**src/hw/rtl/ssb_pkg.sv**
```systemverilog
// ssb_pkg: shared widths, field offsets, op and register codes and word helpers
// for the subtract-and-skip-if-borrow core.
// No dependencies.
package ssb_pkg;

    localparam int BYTE_W      = 8;
    localparam int WORD_W      = 64;
    localparam int MAX_NB      = 8;
    localparam int NB_W        = 4;
    localparam int BITCNT_W    = 7;
    localparam int BITIDX_W    = 6;
    localparam int BADDR_W     = 12;
    localparam int OP_W        = 2;

    localparam logic [OP_W-1:0] OP_WRITE = 2'd0;
    localparam logic [OP_W-1:0] OP_READ  = 2'd1;
    localparam logic [OP_W-1:0] OP_RUN   = 2'd2;

    localparam int CFG_IDX_W  = 2;
    localparam int CFG_DATA_W = 4;
    localparam logic [CFG_IDX_W-1:0] CFG_WORD_BYTES  = 2'd0;
    localparam logic [CFG_IDX_W-1:0] CFG_ACC_MAPPED  = 2'd1;
    localparam logic [CFG_IDX_W-1:0] CFG_HALT_LOW_PC = 2'd2;

    localparam logic [NB_W-1:0]   WORD_BYTES_RST = 4'd4;
    localparam logic [WORD_W-1:0] HALT_PC_MAX    = 64'd4;

    // stream layouts
    localparam int S_TDATA_W = 24;
    localparam int S_TUSER_W = 2;
    localparam int M_TDATA_W = 144;
    localparam int M_RD_LSB   = 0;
    localparam int M_PC_LSB   = 8;
    localparam int M_ACC_LSB  = 72;
    localparam int M_SKIP_BIT = 136;
    localparam int M_HALT_BIT = 137;

    function automatic logic [NB_W-1:0] eff_bytes(input logic [NB_W-1:0] wb);
        if (wb == '0) begin
            return NB_W'(1);
        end else if (wb > NB_W'(MAX_NB)) begin
            return NB_W'(MAX_NB);
        end
        return wb;
    endfunction

    function automatic logic [WORD_W-1:0] word_mask(input logic [NB_W-1:0] nb);
        logic [WORD_W-1:0] m;
        m = '0;
        for (int i = 0; i < MAX_NB; i++) begin
            if (NB_W'(i) < nb) begin
                m[i*BYTE_W +: BYTE_W] = '1;
            end
        end
        return m;
    endfunction

endpackage

```
**src/hw/rtl/ssb_modred.sv**
```systemverilog
// ssb_modred: bit-serial reduction of a word modulo MEM_BYTES, MSB first,
// one bit per cycle. Depends on ssb_pkg.
module ssb_modred #(
    parameter int MEM_BYTES = 4096,
    localparam int AW = $clog2(MEM_BYTES)
) (
    input  logic                          i_clk,
    input  logic                          i_rst_n,
    input  logic                          i_start,
    input  logic [ssb_pkg::WORD_W-1:0]    i_value,
    input  logic [ssb_pkg::BITCNT_W-1:0]  i_nbits,
    output logic [AW-1:0]                 o_rem,
    output logic                          o_busy
);

    localparam int RW = AW + 1;

    logic                          r_busy;
    logic [ssb_pkg::BITIDX_W-1:0]  r_idx;
    logic [ssb_pkg::WORD_W-1:0]    r_val;
    logic [AW-1:0]                 r_rem;
    logic [RW-1:0]                 dbl;
    logic [RW-1:0]                 red;

    assign dbl = {r_rem, r_val[r_idx]};
    assign red = (dbl >= RW'(MEM_BYTES)) ? dbl - RW'(MEM_BYTES) : dbl;

    always_ff @(posedge i_clk) begin
        if (!i_rst_n) begin
            r_busy <= 1'b0;
            r_idx  <= '0;
        end else if (i_start) begin
            r_busy <= 1'b1;
            r_idx  <= ssb_pkg::BITIDX_W'(i_nbits - ssb_pkg::BITCNT_W'(1));
        end else if (r_busy) begin
            if (r_idx == '0) begin
                r_busy <= 1'b0;
            end
            r_idx <= r_idx - ssb_pkg::BITIDX_W'(1);
        end
    end

    always_ff @(posedge i_clk) begin
        if (i_start) begin
            r_val <= i_value;
            r_rem <= '0;
        end else if (r_busy) begin
            r_rem <= red[AW-1:0];
        end
    end

    assign o_rem  = r_rem;
    assign o_busy = r_busy;

endmodule

```
**config.mk**
```make
export PLATFORM = sky130hd
export DESIGN_NAME = ssb_modred
export DESIGN_NICKNAME = d
export VERILOG_FILES = /design/src/hw/rtl/ssb_pkg.sv /design/src/hw/rtl/ssb_modred.sv
export SDC_FILE = /design/constraint.sdc
export NUM_CORES = 1
export LEC_CHECK = 0
export ABC_AREA = 1
export BUFFER_PORTS_ARGS = -buffer_cell sky130_fd_sc_hd__buf_2
export CORE_MARGIN = 2
export CORE_UTILIZATION = 45
export DETAILED_ROUTE_END_ITERATION = 10
export PLACE_DENSITY = 0.69
export SLEW_MARGIN = 20
export SYNTH_ARGS = -nofsm -noshare
export SYNTH_HDL_FRONTEND = slang
export SYNTH_SLANG_ARGS = --single-unit
```
**constraint.sdc**
```tcl
create_clock -name i_clk -period 1.5 [get_ports i_clk]
set_input_delay 0.075 -clock i_clk [delete_from_list [all_inputs] [get_ports i_clk]]
set_output_delay 0.075 -clock i_clk [all_outputs]
set_load 0.01 [all_outputs]
```
==> out/metrics.csv <==
stage,metric,value,unit
run_status,outcome,finished clean,
setup_path,CP max stage delay,370,ps
synthesis,share of flip-flops with an asynchronous set or reset,0,%
setup_path,CP required,1760,ps
placement,placed cell count,535,
run,MaxCap Viol Count,0,
worst_hold_path,hold_sp,i_rst_n,
timing,max_slew headroom,66.6,%
synthesis,post-synth top area share,53.1,%
worst_hold_path,hold depth,3,
synthesis,mapped cell area,3620,sq um
setup_path,RR Endpoint,r_idx[4]$_SDFFE_PN0P_,
placement,Area after DPL,4110,sq um
power,combinational fraction of design power,17.6,%
synthesis,Syn Area/Cell,10.2,sq um
global_route,first-pass GRT wire length,13300,um
final_layout,Post-Route Utilization,64.9,%
timing,worst-margin pin slew,496,ps
synthesis,Post-synth EDFFs,64,
cts,clock buffer depth,2,
timing,Max Freq,694,MHz
power,PwrDens,1030,nW/um^2
global_route,number of global-route vias before repair,2929,
timing,skew final,7.19,ps
cts,Sink Count,83,
final_layout,nets,587,
placement,RePlAce Congestion,0.841,
timing,# setup viols final,0,
final_layout,multi-input logic area,963,sq um
floorplanning,core area,7770,sq um
routing,Final ANT Viol Nets,0,
synthesis,Syn Inst Count,356,
setup_path,Reg2Reg Setup Slack,60,ps
synthesis,Synth Net Count,431,
power,Clk pwr share,29.8,%
global_route,grt total ovfl,0,
worst_hold_path,worst min path class,input port to flip-flop,
synthesis,top post-synthesis cells by count,"nand2_1, edfxtp_1, inv_1, nand3_1, nor2_1",
power,maximum VDD drop,0.559,mV
floorplanning,I/O Pins,87,
final_layout,Syn-to-layout area delta,39.4,%
final_layout,fill count,639,
synthesis,post-synthesis register bit count,83,
routing,first-pass detailed-route iteration total,4,
final_layout,layout cells sized above 1,28.2,%
floorplanning,full die area,8770,sq um
routing,Routed WL,8260,um
cts,cts bufs inserted,9,
setup_path,critical path's top delay family,simple AND/OR/NAND/NOR gates,
setup_path,Register-to-Register Path Depth,10,
synthesis,main flop type after synthesis,edfxtp_1,
final_layout,post-route insts no fill,619,
synthesis,synth top area cells,"edfxtp_1, dfxtp_1, nand2_1",
timing,Max Slew Vio Count,0,
synthesis,unique cell type count in the Yosys netlist,30,
global_route,largest net degree at the start of global routing,40,
timing,Final Hold Fails,0,
synthesis,post-synth top area cell,edfxtp_1,
cts,root buf cell,clkbuf_8,
power,Static Leak,2.24,nW
placement,input/output buffers,85,
setup_path,worst endpoint data arrival time,1700,ps
setup_path,Worst Setup SP,r_idx[0]$_SDFFE_PN0P_,
timing,crit path time final,1440,ps
global_route,initial antenna violation count,0,
worst_hold_path,Hold Path End,r_idx[4]$_SDFFE_PN0P_,
power,Power Total,5.19,mW
global_route,gr usage total,19.8,%
floorplanning,chip height,93.6,um
synthesis,sequential share of the synthesized area,63.7,%
floorplanning,initial core utilization,46.6,%
final_layout,register area,2310,sq um
timing,RSZ-0062 raised after global routing,yes,
routing,DR iter-0 viols,131,
setup_path,worst path cell trace,inv_4 -> nand2_4 -> o21ai_4 -> ha_4 -> inv_2 -> or2_4 -> o21ai_2 -> nand3_1 -> o211ai_1 -> inv_1,
floorplanning,Placement Rows,32,
timing,setup TNS after final layout,0,ps
power,P_sw,1.44,mW
cts,"CTS clk-pin slew, worst paths",90,ps
setup_path,highest-delay cell along the critical path,dfxtp_4,
setup_path,Crit. End Element,flip-flop,
final_layout,Final Cell Area,5040,sq um
routing,vias per cell,4.76,
power,Reg power frac,52.6,%
routing,DRC viols,0,
setup_path,critical path type,flip-flop to flip-flop,
power,Net Sw Frac,27.8,%
cts,H-tree Lvls,3,
setup_path,RR Startpoint,r_idx[0]$_SDFFE_PN0P_,
setup_path,Startpoint Class,flip-flop,
synthesis,Yosys warnings,0,
setup_path,Worst Path Buf+Inv,3,
routing,Routed WL per cell,13.4,um
placement,Post-DP HPWL,5100,um
routing,detailed-route via count,2946,
timing,Final Cycle Share,96.1,%
setup_path,CP Max Fanout,3,
power,Int Power,3.75,mW
synthesis,most used standard cell by instance count after synthesis,nand2_1,
floorplanning,die width,93.6,um
cts,CTS tree,done,
cts,clk_lat worst skew,360,ps
final_layout,ant diodes,0,
-- worst min-delay path, cell delays in order --
cell and delay (ps):
buf_2 130, o211ai_1 90, inv_1 40
-- worst max-delay path by stage --
stage,end,slack (ps),depth (start not counted)
after floorplan,r_idx[4]$_SDFFE_PN0P_,2,11
after global routing,o_rem[0]$_SDFFE_PP0P_,-100,11
after detailed placement,r_idx[4]$_SDFFE_PN0P_,-3,10
final,r_idx[4]$_SDFFE_PN0P_,60,10
after CTS,r_idx[4]$_SDFFE_PN0P_,20,10
after global placement,r_idx[4]$_SDFFE_PN0P_,50,10
-- layout make-up --
cell class,count,area share (%)
Clock buffer,9,2.46
Clock inverter,7,1.34
Inverter,53,4.14
Multi-Input combinational cell,195,19.1
Sequential cell,83,45.8
Tap cell,102,2.53
Timing Repair Buffer,170,24.6
-- what timing repair did --
action,in CTS,in global routing
resized for setup,1,22
buffers inserted,0,4
hold buffers,64,0
hold endpoints to repair,64,0
pin swaps,1,7
setup endpoints to repair,1,4
-- stage by stage --
stage / hold slack [ps] / worst slack [ps]
3_5_place_dp: 253 / -2.91
2_1_floorplan: 174 / 2.18
4_1_cts: 3.54 / 18.8
5_1_grt: 24.4 / -101
3_3_place_gp: 252 / 54.9
6_report: 13.9 / 58.1
-- sequential cells by signal, summed over array words and instances, names as in the netlist --
| signal | cells |
|---|---|
| o_busy | 1 |
| r_val | 64 |
| r_idx | 6 |
| o_rem | 12 |
-- placed cells by master (no fill, tap or decap), types with 2 or more instances in the layout --
master,synthesis,final
o22ai_1,9,9
o21ai_1,5,5
buf_4,16,19
nand2_1,89,87
buf_2,1,85
nor2_4,1,3
o21ai_2,2,2
nor3_1,2,2
clkbuf_8,0,9
nand3_1,44,43
dlygate4sd3_1,0,64
dfxtp_1,19,17
o21ai_0,9,8
edfxtp_1,64,64
nand3_2,1,2
inv_4,1,2
inv_2,3,5
dfxtp_4,0,2
inv_8,0,3
inv_6,1,3
inv_1,46,44
nor2_1,20,18
o211ai_1,4,4
-- power groups by stage --
stage	Sequential, mW	Clock, mW	Combinational, mW
3_3_place_gp	2.77	0	0.710
3_5_place_dp	2.78	0	0.722
5_1_grt	2.75	1.66	1.03
4_1_cts	2.73	1.56	0.851
2_1_floorplan	2.75	0	0.473
6_report	2.73	1.55	0.915
-- per-layer routing --
metal	global-route usage [%]	vias to the layer above	routed length, um
li1	-	1480	-
met2	32.9	90	4030
met5	0	-	0
met1	25.2	1358	3620
met3	3.95	18	452
met4	8.33	0	165
-- cells by family after synthesis --
kind of cell	after synthesis	share of synthesized area (%)
and+or+nand+nor	160	18.8
buffers and inverters	78	11.2
adders and majority gates	1	0.346
DFF	83	63.7
AOI/OAI and AO/OA	34	5.95
(Power assumes the default switching activity.)
